<file path="src/hdl/alid_pkg.sv">
// ---------------------------------------------------------------------------
// alid_pkg: shared definitions for the array list insert/delete unit
// Request and status codes, and the command and status bundles that pass
// between the controller and the datapath.
// ---------------------------------------------------------------------------
package alid_pkg;

    // Default list capacity.
    localparam int DEFAULT_CAPACITY = 16;

    // Field widths of the request and result words.
    localparam int REQ_W   = 2;
    localparam int POS_W   = 5;
    localparam int VAL_W   = 32;
    localparam int STAT_W  = 2;
    localparam int LCNT_W  = 5;
    localparam int IN_TDATA_W  = 40;
    localparam int OUT_TDATA_W = 40;

    // Request codes.
    localparam logic [REQ_W-1:0] REQ_INSERT = 2'd0;
    localparam logic [REQ_W-1:0] REQ_DELETE = 2'd1;
    localparam logic [REQ_W-1:0] REQ_CLEAR  = 2'd2;
    localparam logic [REQ_W-1:0] REQ_READ   = 2'd3;

    // Status codes.
    localparam logic [STAT_W-1:0] ST_OK   = 2'd0;
    localparam logic [STAT_W-1:0] ST_POS  = 2'd1;
    localparam logic [STAT_W-1:0] ST_FULL = 2'd2;

    // Commands from the controller to the datapath.
    typedef struct packed {
        logic load;      // capture a new request word
        logic read_k;    // read the entry at the request position
        logic shift_rd;  // read the neighbor of the cursor entry
        logic shift_wr;  // write the neighbor into the cursor entry
        logic place;     // write the new value at the request position
        logic finish;    // commit the count and load the result register
    } cmd_t;

    // Status from the datapath to the controller.
    typedef struct packed {
        logic is_insert;
        logic is_read;
        logic is_clear;
        logic err;       // position or full error for the held request
        logic more;      // another entry still has to move
        logic out_free;  // the result register can take a word this cycle
    } stat_t;

endpackage

</file>
<file path="src/hdl/alid_ram.sv">
// ---------------------------------------------------------------------------
// alid_ram: generic single-port-write, single-port-read RAM
// One write and one registered read per cycle; read data holds when no read
// is issued.
// ---------------------------------------------------------------------------
module alid_ram #(
    parameter int WIDTH = 32,
    parameter int DEPTH = 16,
    parameter int AW    = (DEPTH > 1) ? $clog2(DEPTH) : 1
) (
    input  logic             clk,
    input  logic             we,
    input  logic [AW-1:0]    waddr,
    input  logic [WIDTH-1:0] wdata,
    input  logic             re,
    input  logic [AW-1:0]    raddr,
    output logic [WIDTH-1:0] rdata
);

    logic [WIDTH-1:0] mem [DEPTH];
    logic [WIDTH-1:0] rdata_reg;

    // Write port.
    always_ff @(posedge clk)
    begin
        if (we)
        begin
            mem[waddr] <= wdata;
        end
    end

    // Registered read port.
    always_ff @(posedge clk)
    begin
        if (re)
        begin
            rdata_reg <= mem[raddr];
        end
    end

    assign rdata = rdata_reg;

endmodule

</file>
<file path="src/hdl/alid_ctrl.sv">
// ---------------------------------------------------------------------------
// alid_ctrl: request sequencer
// Steps one request at a time through checking, entry shifting, the final
// write and the hand-off to the result register.
// ---------------------------------------------------------------------------
module alid_ctrl
    import alid_pkg::*;
(
    input  logic  clk,
    input  logic  rst_n,
    input  logic  req_valid,
    output logic  req_ready,
    input  stat_t stat,
    output cmd_t  cmd
);

    localparam logic [2:0] S_IDLE     = 3'd0;
    localparam logic [2:0] S_EVAL     = 3'd1;
    localparam logic [2:0] S_SHIFT_RD = 3'd2;
    localparam logic [2:0] S_SHIFT_WR = 3'd3;
    localparam logic [2:0] S_PLACE    = 3'd4;
    localparam logic [2:0] S_DONE     = 3'd5;

    logic [2:0] state_reg;
    logic [2:0] state_next;

    // State register.
    always_ff @(posedge clk or negedge rst_n)
    begin
        if (!rst_n)
        begin
            state_reg <= S_IDLE;
        end
        else
        begin
            state_reg <= state_next;
        end
    end

    assign req_ready = (state_reg == S_IDLE);

    // Next state and command decode.
    always_comb
    begin
        state_next = state_reg;
        cmd        = '0;
        case (state_reg)
            S_IDLE:
            begin
                if (req_valid)
                begin
                    cmd.load   = 1'b1;
                    state_next = S_EVAL;
                end
            end
            S_EVAL:
            begin
                if (stat.err || stat.is_clear)
                begin
                    state_next = S_DONE;
                end
                else if (stat.is_read)
                begin
                    cmd.read_k = 1'b1;
                    state_next = S_DONE;
                end
                else if (stat.more)
                begin
                    state_next = S_SHIFT_RD;
                end
                else if (stat.is_insert)
                begin
                    state_next = S_PLACE;
                end
                else
                begin
                    state_next = S_DONE;
                end
            end
            S_SHIFT_RD:
            begin
                cmd.shift_rd = 1'b1;
                state_next   = S_SHIFT_WR;
            end
            S_SHIFT_WR:
            begin
                cmd.shift_wr = 1'b1;
                state_next   = S_EVAL;
            end
            S_PLACE:
            begin
                cmd.place  = 1'b1;
                state_next = S_DONE;
            end
            S_DONE:
            begin
                if (stat.out_free)
                begin
                    cmd.finish = 1'b1;
                    state_next = S_IDLE;
                end
            end
            default:
            begin
                state_next = S_IDLE;
            end
        endcase
    end

endmodule

</file>
<file path="src/hdl/alid_datapath.sv">
// ---------------------------------------------------------------------------
// alid_datapath: list storage, count, cursor and result register
// Holds the request under work, moves entries one at a time through the
// entry RAM and builds the result word.
// ---------------------------------------------------------------------------
module alid_datapath
    import alid_pkg::*;
#(
    parameter int CAPACITY = DEFAULT_CAPACITY
) (
    input  logic                clk,
    input  logic                rst_n,
    input  cmd_t                cmd,
    output stat_t               stat,
    input  logic [REQ_W-1:0]    in_req_type,
    input  logic [POS_W-1:0]    in_position,
    input  logic [VAL_W-1:0]    in_value,
    output logic                out_valid,
    input  logic                out_ready,
    output logic [STAT_W-1:0]   out_status,
    output logic [LCNT_W-1:0]   out_list_count,
    output logic [VAL_W-1:0]    out_read_value
);

    localparam int AW = (CAPACITY > 1) ? $clog2(CAPACITY) : 1;
    localparam int CW = $clog2(CAPACITY + 1);
    localparam int PW = ((CW > POS_W) ? CW : POS_W) + 1;

    // Request held while it is worked on.
    logic [REQ_W-1:0]  req_reg;
    logic [POS_W-1:0]  pos_reg;
    logic [VAL_W-1:0]  val_reg;
    logic [CW-1:0]     idx_reg;
    logic [CW-1:0]     count_reg;

    // Result register.
    logic              out_valid_reg;
    logic [STAT_W-1:0] out_status_reg;
    logic [LCNT_W-1:0] out_count_reg;
    logic [VAL_W-1:0]  out_value_reg;

    logic [PW-1:0]     pos_w;
    logic [PW-1:0]     cnt_w;
    logic [PW-1:0]     idx_w;
    logic [PW-1:0]     k_w;
    logic [STAT_W-1:0] status_code;
    logic [CW-1:0]     count_next;
    logic              is_insert;
    logic              is_delete;
    logic              is_read;
    logic              is_clear;

    logic              ram_we;
    logic [AW-1:0]     ram_waddr;
    logic [VAL_W-1:0]  ram_wdata;
    logic              ram_re;
    logic [AW-1:0]     ram_raddr;
    logic [VAL_W-1:0]  ram_rdata;

    assign is_insert = (req_reg == REQ_INSERT);
    assign is_delete = (req_reg == REQ_DELETE);
    assign is_read   = (req_reg == REQ_READ);
    assign is_clear  = (req_reg == REQ_CLEAR);

    assign pos_w = PW'(pos_reg);
    assign cnt_w = PW'(count_reg);
    assign idx_w = PW'(idx_reg);
    assign k_w   = pos_w - PW'(1);

    // Range and capacity checks for the held request.
    always_comb
    begin
        status_code = ST_OK;
        if (is_insert)
        begin
            if (pos_w == '0 || pos_w > cnt_w + PW'(1))
            begin
                status_code = ST_POS;
            end
            else if (cnt_w >= PW'(CAPACITY))
            begin
                status_code = ST_FULL;
            end
        end
        else if (is_delete || is_read)
        begin
            if (pos_w == '0 || pos_w > cnt_w)
            begin
                status_code = ST_POS;
            end
        end
    end

    // Count after the request commits.
    always_comb
    begin
        count_next = count_reg;
        if (is_clear)
        begin
            count_next = '0;
        end
        else if (status_code == ST_OK && is_insert)
        begin
            count_next = count_reg + CW'(1);
        end
        else if (status_code == ST_OK && is_delete)
        begin
            count_next = count_reg - CW'(1);
        end
    end

    // Status to the controller.
    always_comb
    begin
        stat.is_insert = is_insert;
        stat.is_read   = is_read;
        stat.is_clear  = is_clear;
        stat.err       = (status_code != ST_OK);
        stat.more      = is_insert ? (idx_w > k_w) : (idx_w + PW'(1) < cnt_w);
        stat.out_free  = !out_valid_reg || out_ready;
    end

    // RAM port selection: shifts move the neighbor into the cursor entry.
    always_comb
    begin
        ram_re    = cmd.shift_rd || cmd.read_k;
        ram_raddr = AW'(k_w);
        if (cmd.shift_rd)
        begin
            ram_raddr = is_insert ? AW'(idx_reg - CW'(1)) : AW'(idx_reg + CW'(1));
        end
        ram_we    = cmd.shift_wr || cmd.place;
        ram_waddr = cmd.place ? AW'(k_w) : AW'(idx_reg);
        ram_wdata = cmd.place ? val_reg : ram_rdata;
    end

    alid_ram #(
        .WIDTH(VAL_W),
        .DEPTH(CAPACITY),
        .AW   (AW)
    ) u_ram (
        .clk  (clk),
        .we   (ram_we),
        .waddr(ram_waddr),
        .wdata(ram_wdata),
        .re   (ram_re),
        .raddr(ram_raddr),
        .rdata(ram_rdata)
    );

    // Request capture and cursor.
    always_ff @(posedge clk)
    begin
        if (cmd.load)
        begin
            req_reg <= in_req_type;
            pos_reg <= in_position;
            val_reg <= in_value;
            if (in_req_type == REQ_INSERT)
            begin
                idx_reg <= count_reg;
            end
            else
            begin
                idx_reg <= CW'(in_position - POS_W'(1));
            end
        end
        else if (cmd.shift_wr)
        begin
            idx_reg <= is_insert ? idx_reg - CW'(1) : idx_reg + CW'(1);
        end
    end

    // Entry count.
    always_ff @(posedge clk or negedge rst_n)
    begin
        if (!rst_n)
        begin
            count_reg <= '0;
        end
        else if (cmd.finish)
        begin
            count_reg <= count_next;
        end
    end

    // Result valid flag.
    always_ff @(posedge clk or negedge rst_n)
    begin
        if (!rst_n)
        begin
            out_valid_reg <= 1'b0;
        end
        else if (cmd.finish)
        begin
            out_valid_reg <= 1'b1;
        end
        else if (out_ready)
        begin
            out_valid_reg <= 1'b0;
        end
    end

    // Result payload.
    always_ff @(posedge clk)
    begin
        if (cmd.finish)
        begin
            out_status_reg <= status_code;
            out_count_reg  <= LCNT_W'(count_next);
            out_value_reg  <= (is_read && status_code == ST_OK) ? ram_rdata : '0;
        end
    end

    assign out_valid      = out_valid_reg;
    assign out_status     = out_status_reg;
    assign out_list_count = out_count_reg;
    assign out_read_value = out_value_reg;

endmodule

</file>
<file path="src/hdl/array_list_insert_delete_unit.sv">
// ---------------------------------------------------------------------------
// array_list_insert_delete_unit: fixed-capacity list with positional edits
// Takes insert, delete, clear and read requests on the s_axis side and
// returns one status word per request on the m_axis side.
// ---------------------------------------------------------------------------
// Usage:
//   Each request word on s_axis gives exactly one result word on m_axis:
//   a status, the list length after the request and, for a good read, the
//   entry at the requested 1-based position.
//   Requests are handled one at a time; s_axis_tready is high only while
//   the unit waits for a new word.
//   After acceptance a request passes a check step; a clear, read or
//   rejected request then goes to the result stage. An insert moves
//   (length - position + 1) entries and then writes the new value; a
//   delete moves (length - position) entries. The entry RAM has one read
//   and one write port, so each moved entry costs a read, a write and a
//   check step. The result stage loads the result register once it is free.
//   The next word is accepted once the result register is loaded and the
//   unit is back in its idle state.
//   If the receiver stalls, the result stays in the output register and the
//   unit still accepts the next request; it holds that request's result
//   until the register is free.
//   Reset empties the list; the entry RAM itself is not cleared.
// ---------------------------------------------------------------------------
module array_list_insert_delete_unit
    import alid_pkg::*;
#(
    parameter int CAPACITY = DEFAULT_CAPACITY
) (
    input  logic                   clk,
    input  logic                   rst_n,
    input  logic                   s_axis_tvalid,
    output logic                   s_axis_tready,
    // [1:0] req_type, [6:2] position, [38:7] value, [39] zero
    input  logic [IN_TDATA_W-1:0]  s_axis_tdata,
    output logic                   m_axis_tvalid,
    input  logic                   m_axis_tready,
    // [1:0] status, [6:2] list_count, [38:7] read_value, [39] zero
    output logic [OUT_TDATA_W-1:0] m_axis_tdata
);

    cmd_t              cmd;
    stat_t             stat;
    logic [STAT_W-1:0] res_status;
    logic [LCNT_W-1:0] res_count;
    logic [VAL_W-1:0]  res_value;

    // Sequencer.
    alid_ctrl u_ctrl (
        .clk      (clk),
        .rst_n    (rst_n),
        .req_valid(s_axis_tvalid),
        .req_ready(s_axis_tready),
        .stat     (stat),
        .cmd      (cmd)
    );

    // Storage and result datapath.
    alid_datapath #(
        .CAPACITY(CAPACITY)
    ) u_datapath (
        .clk           (clk),
        .rst_n         (rst_n),
        .cmd           (cmd),
        .stat          (stat),
        .in_req_type   (s_axis_tdata[1:0]),
        .in_position   (s_axis_tdata[6:2]),
        .in_value      (s_axis_tdata[38:7]),
        .out_valid     (m_axis_tvalid),
        .out_ready     (m_axis_tready),
        .out_status    (res_status),
        .out_list_count(res_count),
        .out_read_value(res_value)
    );

    // Pack the result word.
    assign m_axis_tdata = {1'b0, res_value, res_count, res_status};

endmodule

</file>
<file path="config.mk">
export PLATFORM = sky130hd
export DESIGN_NAME = array_list_insert_delete_unit
export DESIGN_NICKNAME = d
export VERILOG_FILES = /design/src/hdl/alid_pkg.sv /design/src/hdl/alid_ram.sv /design/src/hdl/alid_ctrl.sv /design/src/hdl/alid_datapath.sv /design/src/hdl/array_list_insert_delete_unit.sv
export SDC_FILE = /design/constraint.sdc
export NUM_CORES = 1
export LEC_CHECK = 0
export BUFFER_PORTS_ARGS = -buffer_cell sky130_fd_sc_hd__clkbuf_2
export CAP_MARGIN = 10
export CORE_MARGIN = 4
export CORE_UTILIZATION = 63
export CTS_CLUSTER_DIAMETER = 120
export DETAILED_ROUTE_END_ITERATION = 10
export PLACE_DENSITY_LB_ADDON = 0.25
export SYNTH_ARGS = -nofsm -noshare
export SYNTH_HDL_FRONTEND = slang
export SYNTH_SLANG_ARGS = --single-unit
</file>
<file path="constraint.sdc">
create_clock -name clk -period 4.2 [get_ports clk]
set_clock_uncertainty 0.15 [all_clocks]
set_input_delay 1.05 -clock clk [delete_from_list [all_inputs] [get_ports clk]]
set_output_delay 1.05 -clock clk [all_outputs]
set_load 0.1 [all_outputs]
</file>
Word-level counts from Yosys, hierarchy flattened
Memory sizes are Yosys's and may differ from the RTL's. A register that Yosys moved wholly into a read port is not among the register bits.
Index checks and enable logic that the tools add are counted.

cells by class
  add/sub/neg operators = 8
  $mul = 0
  divide/modulo/power cells = 0
  order comparisons = 5
  equality and inequality tests = 10
  shifts and indexed selects = 0
  mux-type cells = 38
  bitwise gates (word level) = 0
  reduce and logical (&&, ||, !) cells = 20

operator list
  cell                                                                   number
  5-bit 2-to-1 mux                                                       7
  32-bit 2-to-1 mux                                                      1
  3-bit case mux with 6 select lines                                     1
  1-bit 2-to-1 mux                                                       17
  3-bit 2-to-1 mux                                                       5
  5-bit by 1-bit subtractor with 5-bit output, second input constant     3
  5-bit by 1-bit adder with 6-bit output, second input constant          2
  5-bit by 6-bit > comparator with 1-bit output                          2
  4-bit 2-to-1 mux                                                       3
  5-bit by 1-bit adder with 5-bit output, second input constant          2
  2-bit 2-to-1 mux                                                       4
  1-bit logical OR                                                       7
  3-bit by 2-bit equality test with 1-bit output, second input constant  2
  3-bit equality test, second input constant                             2
  2-bit logical NOT                                                      3
  6-bit logical NOT                                                      1
  6-bit by 5-bit less-than comparator with 1-bit output                  1
  2-bit nonzero test                                                     3
  5-bit by 1-bit subtractor with 6-bit output, second input constant     1
  5-bit greater-or-equal comparator, second input constant               1
  5-bit > comparator                                                     1
  2-bit equality test, second input constant                             2
  2-bit inequality test, second input constant                           2
  3-bit by 1-bit equality test with 1-bit output, second input constant  1
  other kinds (5)                                                        7

word-level totals
  bits in registers = 92
  bits in latches = 0
  memory bits (writable) = 512
  ROM bits = 0
  memories kept = 1

memories
  name                  words  width  read ports  clocked after memory_dff  wr ports  line            text
  u_datapath.u_ram.mem  16     32     1           1                         1         alid_ram.sv:20  logic [WIDTH-1:0] mem [DEPTH];

Longest topological paths before layout
Gate-level depths: netlist of run 1.

  depth in word-level cells = 10
  mapped depth = 12
  gate-level depth less buffers = 11

Hierarchy
A second synthesis of run 1 with hierarchy kept.

second synthesis, totals
  cell total of the unflattened synthesis = 1,233
  area total of the unflattened synthesis = 25,081.6 µm²

by module, submodules not included
  module                         instances  cells an instance  area each (µm²)  seq. area each (µm²)
  alid_ram                       1          838                20,155.6         16,335.7
  alid_datapath                  1          365                4,679.5          2,642.5
  alid_ctrl                      1          28                 235.2            75.1
  array_list_insert_delete_unit  1          2                  11.3             0.0

Least setup slack after synthesis of run 1
Ideal clock, no wire load.

  path kind = register to register
  start point = register u_ctrl.state_reg[0]
  end point = register u_datapath.idx_reg[1] (data pin)
  setup time = 305 ps
  data arrival time = 4,242 ps
  data required time = 3,745 ps
  setup slack = -497 ps
  stages on the path, launching flop included = 6
  buffers on the path = 1
  clock period less this slack = 4,697 ps
  cell sequence = dfrtp_1 clkbuf_1 nor3_1 nand2_1 inv_1 o21ai_0

RTL lines
  element                 line                  text
  from (decl)             alid_ctrl.sv:24       logic [2:0] state_reg;
  from (signal assigned)  alid_ctrl.sv:36       state_reg <= state_next;
  to (signal assigned)    alid_datapath.sv:161  idx_reg <= count_reg;
  to (signal assigned)    alid_datapath.sv:165  idx_reg <= CW'(in_position - POS_W'(1));
  to (signal assigned)    alid_datapath.sv:170  idx_reg <= is_insert ? idx_reg - CW'(1) : idx_reg + CW'(1);
  to (decl)               alid_datapath.sv:33   logic [CW-1:0] idx_reg;

Final worst setup path of run 1
  start point = register u_datapath.req_reg[0]
  end point = register u_datapath.u_ram.rdata_reg[7], in the netlist u_datapath.u_ram.rdata[7], read port of u_datapath.u_ram.mem (data pin)

on the way
  cells in the longest elaborated chain, start to end = 9
  elaborated cells between the ends (all ways) = 15
  classes of those cells = eq/ne: 3; mux: 7; reduce/logical: 5

RTL lines
  element                                                                                line                                      text
  from (decl)                                                                            alid_datapath.sv:30                       logic [REQ_W-1:0] req_reg;
  from (signal assigned)                                                                 alid_datapath.sv:156                      req_reg <= in_req_type;
  2-bit by 1-bit equality test with 1-bit output or 2-bit equality test (tied branches)  alid_datapath.sv:61, alid_datapath.sv:62
  1-bit logical OR                                                                       alid_datapath.sv:85                       else if (is_delete || is_read)
  2-bit 2-to-1 mux                                                                       alid_datapath.sv:85
  2-bit 2-to-1 mux                                                                       alid_datapath.sv:74                       if (is_insert)
  2-bit nonzero test                                                                     alid_datapath.sv:118                      stat.err = (status_code != ST_OK);
  1-bit logical OR                                                                       alid_ctrl.sv:58                           if (stat.err || stat.is_clear)
  1-bit 2-to-1 mux                                                                       alid_ctrl.sv:58
  1-bit 2-to-1 mux                                                                       alid_ctrl.sv:47                           case (state_reg)
  1-bit logical OR                                                                       alid_datapath.sv:126                      ram_re = cmd.shift_rd || cmd.read_k;
  to (decl)                                                                              alid_ram.sv:21                            logic [WIDTH-1:0] rdata_reg;

Parallel ways exist; a longest one is shown, timed or not.
A chain may end at the register's enable or synchronous reset.

==> metrics, run 1 <==
row cnt=79; first-pass GRT wire length=118 mm; critical path startpoint category=register; WP data required=4.39 ns; Main synth FF type=edfxtp_1; antenna diode count=0; Synth Area in XOR/XNOR=0.00384; Final Slew Violations=0; nature of the critical path endpoint=register; Routed WL per cell=26.0 um; drt pass-1 iters=7; setup_tns=0 ns; Initial Util=0.636; total track usage=0.306; Post-synth EDFFs=627; Final Non-Filler Cells=3,001; VDD IR-drop max=0.000847 V; gate count after technology mapping=2,324; sequential fraction of the synthesis area=0.643; Mapped Avg Cell Area=12.7 um2; post-CTS sizing=0; # nets final=2,415; Final Core Density=0.708; power density cells=653 nW/um2; compound-cell area share of the yosys netlist=0.0902; largest net degree at the start of global routing=199; worst-skew pair later-pin latency=0.60 ns; GR Overflow Total=0; M1 WL=28.2 mm; fin crit period=3.60 ns; status=completed; Hold Path Class=input pin to asynchronous set/reset pin; Routed WL=78.0 mm; Max-Slew Margin vs Limit=0.319; # Max-Cap Violations=0; Adder-Cell Fraction of Synth Area=0.0106; Syn Nets=2,393; vias per std cell=6.90; Area Overhead vs Synth=11.3%; Chip Height=225 um; wire length on met3=7.47 mm; routed length on met2=38.8 mm; initial antenna violation count=1; Reg clk slew, reported paths=0.06 ns; period utilization=0.858; Die X=225 um; PortBufs=83; DR vias=20,700; core box area=46,600 um2; highest routed metal layer=met5; DP Wirelength=41.0 mm; hold buffer count at cts=0; vias in the first global route=20,600; synthesized flop and latch total=636; LEAKAGE=11.8 nW; critical path class=register to register; Setup Fix Bufs, Post-CTS=0; placed cell count=2,885; layout cells sized above 1=0.166; Sinks on Clock Net=636; Residual DRC=0; Simple-Gate Fraction of Synth Area=0.128; largest family of logic cells by synthesized area=simple AND/OR/NAND/NOR gates; DRT iter0 DRCs=2,981; max reg flops=512; Biggest register=u_datapath.u_ram.mem; Tightest Pin Transition=1.02 ns; die footprint=50,500 um2; overall power=21.5 mW; CTS Buf Count=66; number of top-level pins=86; # setup viols final=0; clk root buf=clkbuf_16; dpl ws=0.729 ns; final hold violations=0; Synth warnings=0; CTS max path bufs=3; multiplexer share of the synthesized area=0.0952; crit path DAT=3.80 ns; H-tree depth=3; post-synth cell types=66; Highest Clock Rate=0.278 GHz; Synth Cell Area=29,600 um2; RSZ-0062 raised after global routing=no; Final Wtd Congestion=0.907; FFs w/ async S/R, synth=0.0142; Final WS setup=0.598 ns; TritonCTS clock tree=yes; antenna viol nets, final=0; fillers=2,954; Crit Path Max Fanout=129
==> area by class of cell <==
type                       count  area, um2  share of cell area
inverter                      21       83.8             0.00254
timing repair buffer         138       1050              0.0319
multi-input combinational   1483       9950               0.302
sequential                   636      19100               0.578
clock buffer                  77       1740              0.0526
tap                          607        759              0.0230
clock inverter                39        342              0.0104
==> synthesized netlist by cell type (all sizes together) (14+ instances only) <==
master / n / area [um2]
edfxtp: 627 / 18800
nand2: 571 / 2140
clkbuf: 124 / 465
nor3: 113 / 576
a21oi: 110 / 551
o31ai: 101 / 763
mux2i: 99 / 991
nand4: 67 / 419
mux4: 64 / 1440
buf: 60 / 320
o211ai: 38 / 285
nor2: 37 / 139
a31o: 34 / 298
mux2: 34 / 387
a221o: 32 / 320
and2: 32 / 200
o21ai: 26 / 134
ha: 25 / 313
inv: 20 / 75.1
nand3: 14 / 70.1
==> routing by layer <==
layer | vias to the layer above | global-route usage
met1 | 10200 | 0.397
met5 | - | 0
met2 | 1325 | 0.510
met3 | 254 | 0.0535
li1 | 8865 | -
met4 | 2 | 0.142
==> final timing paths <==
kind / startpoint / endpoint / slack [ns] / cells after the start
worst max register to register: u_datapath.req_reg[0]$_DFFE_PP_ / u_datapath.u_ram.rdata[7]$_DFFE_PP_ / 0.60 / 7
worst max-delay path: u_datapath.req_reg[0]$_DFFE_PP_ / u_datapath.u_ram.rdata[7]$_DFFE_PP_ / 0.60 / 7
min in group clk: u_datapath.u_ram.rdata[20]$_DFFE_PP_ / u_datapath.out_read_value[20]$_SDFFCE_PN0P_ / 0.40 / 1
worst min-delay path: rst_n / u_datapath.count_reg[1]$_DFFE_PN0P_ / 0.17 / 1
worst min register to register: u_datapath.u_ram.rdata[20]$_DFFE_PP_ / u_datapath.out_read_value[20]$_SDFFCE_PN0P_ / 0.40 / 1
max in group asynchronous: rst_n / u_datapath.count_reg[4]$_DFFE_PN0P_ / 3.50 / 1
==> cell families after synthesis <==
kind of cell,count (synthesis)
and+or+nand+nor,868
DFF,636
AOI/OAI and AO/OA,379
buffers and inverters,205
muxes,197
adders and majority gates,25
xor gates and xnor gates,13
other,1
==> power breakdown <==
group          switching, mW  total (mW)  internal, mW
Sequential             0.362        8.88          8.52
Combinational           5.02        6.94          1.92
Clock                   2.43        5.71          3.28
==> cells in the final DEF (no fill, tap or decap), types with 5 or more instances in the layout <==
| cell type | n |
|---|---|
| nor2_1 | 18 |
| o21ai_0 | 25 |
| nor2_4 | 18 |
| clkinv_1 | 20 |
| nand3_1 | 14 |
| dfrtp_1 | 9 |
| nor4_1 | 5 |
| buf_4 | 37 |
| a31oi_1 | 7 |
| bufinv_16 | 5 |
| clkbuf_1 | 9 |
| o31ai_1 | 100 |
| inv_1 | 18 |
| mux2i_1 | 97 |
| o211ai_1 | 38 |
| a31o_2 | 34 |
| a21oi_1 | 109 |
| nand4_1 | 67 |
| clkinv_2 | 6 |
| buf_12 | 18 |
| xnor2_1 | 9 |
| edfxtp_1 | 627 |
| mux4_2 | 64 |
| and2_1 | 32 |
| mux2_2 | 32 |
| clkbuf_16 | 68 |
| a221o_1 | 32 |
| and3_1 | 5 |
| ha_1 | 25 |
| nand2_1 | 570 |
| nor3_1 | 110 |
| nor2b_1 | 6 |
| clkbuf_2 | 83 |
==> worst max-delay path: stages, from the launching register on <==
cell      delay [ns]
edfxtp_1        0.66
nor3b_1         0.55
mux2_4          0.28
buf_12          0.51
nor3_1          0.14
o31ai_1         0.37
nand4_1         0.23
a221o_1         0.30
==> per-stage QoR <==
step	cell area (um2)	hold slack, ns
5_1_grt	33000	0.180
6_report	33000	0.174
2_1_floorplan	29600	0.374
4_1_cts	33000	0.161
3_3_place_gp	30900	0.391
3_5_place_dp	30900	0.393
No activity file was read; power rests on OpenSTA's default activity.
==> run 2, diff against run 1 <==
--- a/config.mk
+++ b/config.mk
@@ -7,8 +7,10 @@
 export LEC_CHECK = 0
 export BUFFER_PORTS_ARGS = -buffer_cell sky130_fd_sc_hd__clkbuf_2
 export CAP_MARGIN = 10
+export CELL_PAD_IN_SITES_DETAIL_PLACEMENT = 1
+export CELL_PAD_IN_SITES_GLOBAL_PLACEMENT = 1
 export CORE_MARGIN = 4
-export CORE_UTILIZATION = 63
+export CORE_UTILIZATION = 52
 export CTS_CLUSTER_DIAMETER = 120
 export DETAILED_ROUTE_END_ITERATION = 10
 export PLACE_DENSITY_LB_ADDON = 0.25
==> run 2 against run 1 <==
Compared with the run above: power rose by 2.0%; setup slack worse by 0.29 ns; count of clock-buffer cells in the layout up 6; core utilization down 12 points; first-iteration DRC count is 22% lower; wire length rose by 14%; sequential cell count unchanged; non-clock buffer count is 11 higher; register-to-register slack worse by 0.29 ns; cell count increased by 5.6%; global-route usage down 1.4 points; critical path depth rose by 2.
==> metrics, run 2 (synthesized netlist as in run 1, its figures left out) <==
status=completed; nature of the critical path endpoint=register; row cnt=87 (+10%); total track usage=0.292 (-0.0143); slowest stage delay, CP=0.93 ns (+0.27 ns); commonest non-fill, non-tap cell in the layout=edfxtp_1; worst-skew pair later-pin latency=0.61 ns (about the same); post-CTS sizing=0 (unchanged); PortBufs=83 (unchanged); fillers=5,543 (+88%); Final Wtd Congestion=0.881 (-3.0%); LEAKAGE=11.9 nW (+0.96%); Crit Path Max Fanout=19 (-85%); M1 WL=35.2 mm (+25%); hold_ws=0.167 ns (-0.00732 ns); first-pass GRT wire length=134 mm (+13%); period utilization=0.926 (+0.0685); Setup Fix Bufs, Post-CTS=0 (unchanged); critical path startpoint category=register; Die X=247 um (+9.7%); # Max-Cap Violations=0 (unchanged); max reg flops=512 (unchanged); critical path class=register to register; initial antenna violation count=0 (-1); Max-Slew Margin vs Limit=0.176 (-0.143); Sinks on Clock Net=636 (unchanged); RSZ-0062 raised after global routing=no; most frequent cells in the layout=627 x edfxtp_1, 570 x nand2_1, 110 x nor3_1; wire length on met3=6.25 mm (-16%); Routed WL=89.2 mm (+14%); antenna diode count=0 (unchanged); final hold violations=0 (unchanged); WP data required=4.41 ns (+0.02 ns); hold buffer count at cts=0 (unchanged); Final Slew Violations=0 (unchanged); routed length on met2=43.9 mm (+13%); antenna viol nets, final=0 (unchanged); clk root buf=clkbuf_16; core box area=56,400 um2 (+21%); vias in the first global route=22,200 (+7.7%); layout cells sized above 1=0.173 (+0.00691); GR Overflow Total=0 (unchanged); die footprint=60,800 um2 (+20%); vias per std cell=6.56 (-4.8%); CTS max path bufs=3 (unchanged); Initial Util=0.525 (-0.111); # nets final=2,430 (+0.62%); number of top-level pins=86 (unchanged); Residual DRC=0 (unchanged); CP max-delay cell=a41oi_4; H-tree depth=3 (unchanged); Reg clk slew, reported paths=0.06 ns (about the same); Area Overhead vs Synth=12.7%; DR vias=20,800 (+0.52%); Chip Height=247 um (+9.7%); largest net degree at the start of global routing=260 (+31%); crit path DAT=4.10 ns (+0.30 ns); Highest Clock Rate=0.257 GHz (-7.4%); highest routed metal layer=met4; Tightest Pin Transition=1.23 ns (+0.215 ns); VDD IR-drop max=0.000492 V (-42%); CTS Buf Count=70 (+6.1%); power density cells=658 nW/um2 (+0.73%); worst-path cell chain=inv_1, ha_1, or3b_1, a21bo_2, a41oi_4, buf_4, a31o_2, nand4_1, a221o_1; DP Wirelength=48.7 mm (+19%); TritonCTS clock tree=yes; drt pass-1 iters=6 (-1); DRT iter0 DRCs=2,328 (-22%); Hold Path Class=input pin to asynchronous set/reset pin; # setup viols final=0 (unchanged); setup_tns=0 ns (unchanged); Biggest register=u_datapath.u_ram.mem; fin crit period=3.89 ns (+0.288 ns); Routed WL per cell=28.1 um (+8.3%)
run 2: changes by cell type in the layout (fill, tap and decap cells not counted), sizes merged:
cell      change
buf          +11
clkbuf        +6
clkinv        +6
bufinv        -2
clkinvlp      -1
run 2: layer usage:
layer	GRT usage	vias up
met5	0	-
met2	0.488	961
met1	0.380	10700
met3	0.0428	238
li1	-	8899
met4	0.134	0
run 2: final timing paths:
kind / startpoint / to / slack [ns] / cells past startpoint
setup / recovery: u_datapath.idx_reg[1]$_DFFE_PP_ / u_datapath.u_ram.rdata[6]$_DFFE_PP_ / 0.31 / 9
hold / removal: rst_n / u_datapath.count_reg[1]$_DFFE_PN0P_ / 0.17 / 1
setup reg to reg: u_datapath.idx_reg[1]$_DFFE_PP_ / u_datapath.u_ram.rdata[6]$_DFFE_PP_ / 0.31 / 9
hold reg to reg: u_datapath.u_ram.rdata[7]$_DFFE_PP_ / u_datapath.out_read_value[7]$_SDFFCE_PN0P_ / 0.41 / 1
max in group asynchronous: rst_n / u_datapath.count_reg[3]$_DFFE_PN0P_ / 3.50 / 1
min in group clk: u_datapath.u_ram.rdata[7]$_DFFE_PP_ / u_datapath.out_read_value[7]$_SDFFCE_PN0P_ / 0.41 / 1
run 2: metrics by stage:
stage | instance area (um2) | total power, mW | instances | util | setup WS [ns]
after detailed placement | 31300 | 16.1 | 3045 | 0.554 | 0.400
final | 33400 | 22.0 | 3170 | 0.592 | 0.311
after floorplan | 29600 | 13.7 | 2324 | - | 0.382
after global routing | 33400 | 22.8 | 3170 | 0.592 | 0.247
after global placement | 31300 | 15.8 | 3045 | 0.554 | 0.505
after CTS | 33400 | 22.0 | 3170 | 0.592 | 0.392
run 2: where the power goes:
group,internal (mW),switching [mW]
clock,3.27,2.56
sequential,8.52,0.339
combinational,1.97,5.29
total,13.8,8.19
run 2: area by class of cell:
class / instances / area, um2 / area share
tap: 756 / 946 / 0.0283
multi-input combinational: 1483 / 9960 / 0.298
clock inverter: 42 / 334 / 0.0100
inverter: 21 / 83.8 / 0.00251
clock buffer: 83 / 1800 / 0.0539
sequential: 636 / 19100 / 0.571
timing repair buffer: 149 / 1210 / 0.0363
run 2: critical path: cells and delay by family (launching register included):
family | cells | cell delay [ns]
compound gates | 4 | 1.64
flops | 1 | 0.51
simple gates | 2 | 0.60
buf+inv | 2 | 0.56
fa+ha+maj | 1 | 0.18
==> run 3, diff against run 2 <==
--- a/config.mk
+++ b/config.mk
@@ -9,7 +9,6 @@
 export CAP_MARGIN = 10
 export CELL_PAD_IN_SITES_DETAIL_PLACEMENT = 1
 export CELL_PAD_IN_SITES_GLOBAL_PLACEMENT = 1
-export CORE_MARGIN = 4
 export CORE_UTILIZATION = 52
 export CTS_CLUSTER_DIAMETER = 120
 export DETAILED_ROUTE_END_ITERATION = 10
==> run 3 against run 2 <==
Compared with the run above: power is 0.40% higher; non-clock buffer count decreased by 8; die area is 4.8% lower.
==> metrics, run 3 (synthesized netlist as in run 1, its figures left out) <==
Setup Fix Bufs, Post-CTS=0 (unchanged); drt pass-1 iters=5 (-1); cell mode on critical path=nor2_4; post-placement cell area=31,200 um2 (-0.27%); nature of the critical path endpoint=register; fin area=33,300 um2 (-0.17%); status=completed; Area Overhead vs Synth=12.5%; Max-Slew Margin vs Limit=0.296 (+0.121); die footprint=57,900 um2 (-4.8%); PortBufs=83 (unchanged); fin crit period=3.82 ns (-0.0735 ns); crit path DAT=3.94 ns (-0.16 ns); Final Slew Violations=0 (unchanged); Sw Share=0.367 (-0.00560); worst-path cell chain=inv_1, ha_1, nor2_1, o21ai_0, nor2_4, a21oi_1, nor2_4, buf_4; row cnt=87 (unchanged); largest net degree at the start of global routing=177 (-32%); most frequent cells in the layout=627 x edfxtp_1, 570 x nand2_1, 110 x nor3_1; post-CTS sizing=0 (unchanged); antenna viol nets, final=0 (unchanged); critical path startpoint category=register; period utilization=0.909 (-0.0175); WP data required=4.32 ns (-0.09 ns); layout cells sized above 1=0.169 (-0.00413); VDD IR-drop max=0.000504 V (+2.4%); Hold Path Class=input pin to asynchronous set/reset pin; final hold violations=0 (unchanged); fillers=5,496 (-0.85%); dpl ws=0.474 ns (+0.0739 ns); Final Core Density=0.592 (about the same); Sinks on Clock Net=636 (unchanged); first-pass GRT wire length=133 mm (-0.84%); Highest Clock Rate=0.262 GHz (+1.9%); worst-skew pair later-pin latency=0.61 ns (about the same); Sequential Power Share=0.402 (-0.002); # setup viols final=0 (unchanged); worst r2r dst=u_datapath.u_ram.rdata[20]$_DFFE_PP_; power density cells=661 nW/um2 (+0.57%); # Max-Cap Violations=0 (unchanged); hold buffer count at cts=0 (unchanged); clk root buf=clkbuf_16; setup_tns=0 ns (unchanged); slowest stage delay, CP=0.81 ns (-0.12 ns); Tightest Pin Transition=1.05 ns (-0.180 ns); number of top-level pins=86 (unchanged); H-tree depth=3 (unchanged); Routed WL per cell=27.8 um (-1.2%); GR Overflow Total=0 (unchanged); Net Switching=8.10 mW (-1.1%); CTS max path bufs=3 (unchanged); RSZ-0062 raised after global routing=no; vias in the first global route=22,300 (+0.21%); core box area=56,300 um2 (-0.19%); DR vias=20,800 (-0.077%); CTS Buf Count=67 (-4.3%); Chip Height=241 um (-2.4%); max reg flops=512 (unchanged); LEAKAGE=11.9 nW (-0.37%); reg2reg start=u_datapath.pos_reg[0]$_DFFE_PP_; vias per std cell=6.58 (+0.30%); Initial Util=0.526 (+0.00102); # nets final=2,419 (-0.45%); R2R Setup Slk=0.38 ns (+0.07 ns); DRT iter0 DRCs=1,970 (-15%); commonest non-fill, non-tap cell in the layout=edfxtp_1; Crit Path Max Fanout=18 (-1); Die X=241 um (-2.4%); CP max-delay cell=nor2_4; clock network fraction of design power=0.271 (+0.005); initial antenna violation count=0 (unchanged); Final Wtd Congestion=0.847 (-3.8%); Routed WL=87.8 mm (-1.6%); crit path buf inv count=2 (unchanged); Pint=13.9 mW (+1.3%); TritonCTS clock tree=yes; Reg clk slew, reported paths=0.06 ns (about the same); Residual DRC=0 (unchanged); Biggest register=u_datapath.u_ram.mem; power share of the combinational group=0.327 (-0.004); total track usage=0.307 (+0.0154); antenna diode count=0 (unchanged); critical path class=register to register; FF-to-FF path depth=8 (-1); Final WS setup=0.384 ns (+0.0735 ns); DP Wirelength=47.6 mm (-2.4%); Worst path top cell family by delay=simple AND/OR/NAND/NOR gates
-- run 3: cell count changes in the layout (fill, tap and decap cells not counted), sizes merged --
cell and delta:
clkinv -10, clkinvlp +1, clkbuf +2, buf -8
bufinv +4, inv -1
-- run 3: power groups by stage --
stage	clock network (mW)	registers (mW)	logic [mW]
2_1_floorplan	0	9.72	3.98
3_3_place_gp	0	8.92	6.85
3_5_place_dp	0	8.98	7.13
4_1_cts	6.02	8.85	7.18
5_1_grt	6.24	8.91	7.63
6_report	5.96	8.86	7.21
-- run 3: per-layer routing --
metal	global-route usage	part of all wire
met1	0.396	0.40
met4	0.150	0.041
met5	0	0
met2	0.512	0.50
met3	0.0439	0.062
-- run 3: worst register-to-register path: stages, from the launching register on --
cell,delay (ns)
edfxtp_1,0.49
inv_1,0.33
ha_1,0.35
nor2_1,0.25
o21ai_0,0.34
nor2_4,0.18
a21oi_1,0.11
nor2_4,0.81
buf_4,0.45
-- run 3: final cells by class --
| cell class | count | area [um2] | share of cell area |
|---|---|---|---|
| clock buffers | 85 | 1790 | 0.0536 |
| clock inverters | 36 | 377 | 0.0113 |
| inverters | 21 | 83.8 | 0.00252 |
| multi-input cells | 1483 | 9960 | 0.299 |
| flip-flops and latches | 636 | 19100 | 0.572 |
| well taps | 756 | 946 | 0.0284 |
| repair buffers | 141 | 1130 | 0.0338 |
-- run 3: worst max path at each step --
| stage | startpoint | endpoint | slack [ns] | cells past startpoint |
|---|---|---|---|---|
| floorplan | u_datapath.count_reg[2]$_DFFE_PN0P_ | u_datapath.u_ram.rdata[0]$_DFFE_PP_ | 0.38 | 9 |
| global placement | u_datapath.pos_reg[0]$_DFFE_PP_ | u_datapath.u_ram.mem[12][7]$_DFFE_PP_ | 0.57 | 8 |
| detailed placement | u_datapath.pos_reg[0]$_DFFE_PP_ | u_datapath.u_ram.mem[12][7]$_DFFE_PP_ | 0.47 | 8 |
| CTS | u_datapath.pos_reg[0]$_DFFE_PP_ | u_datapath.u_ram.rdata[22]$_DFFE_PP_ | 0.46 | 8 |
| global route | u_datapath.count_reg[4]$_DFFE_PN0P_ | u_datapath.u_ram.rdata[22]$_DFFE_PP_ | 0.28 | 9 |
| finish | u_datapath.pos_reg[0]$_DFFE_PP_ | u_datapath.u_ram.rdata[20]$_DFFE_PP_ | 0.38 | 8 |
-- run 3: stage by stage --
stage	hold WS, ns	power, mW	cells
floorplan	0.374	13.7	2324
global placement	0.383	15.8	3037
detailed placement	0.395	16.1	3037
CTS	0.138	22.1	3158
global route	0.165	22.8	3158
finish	0.154	22.0	3158
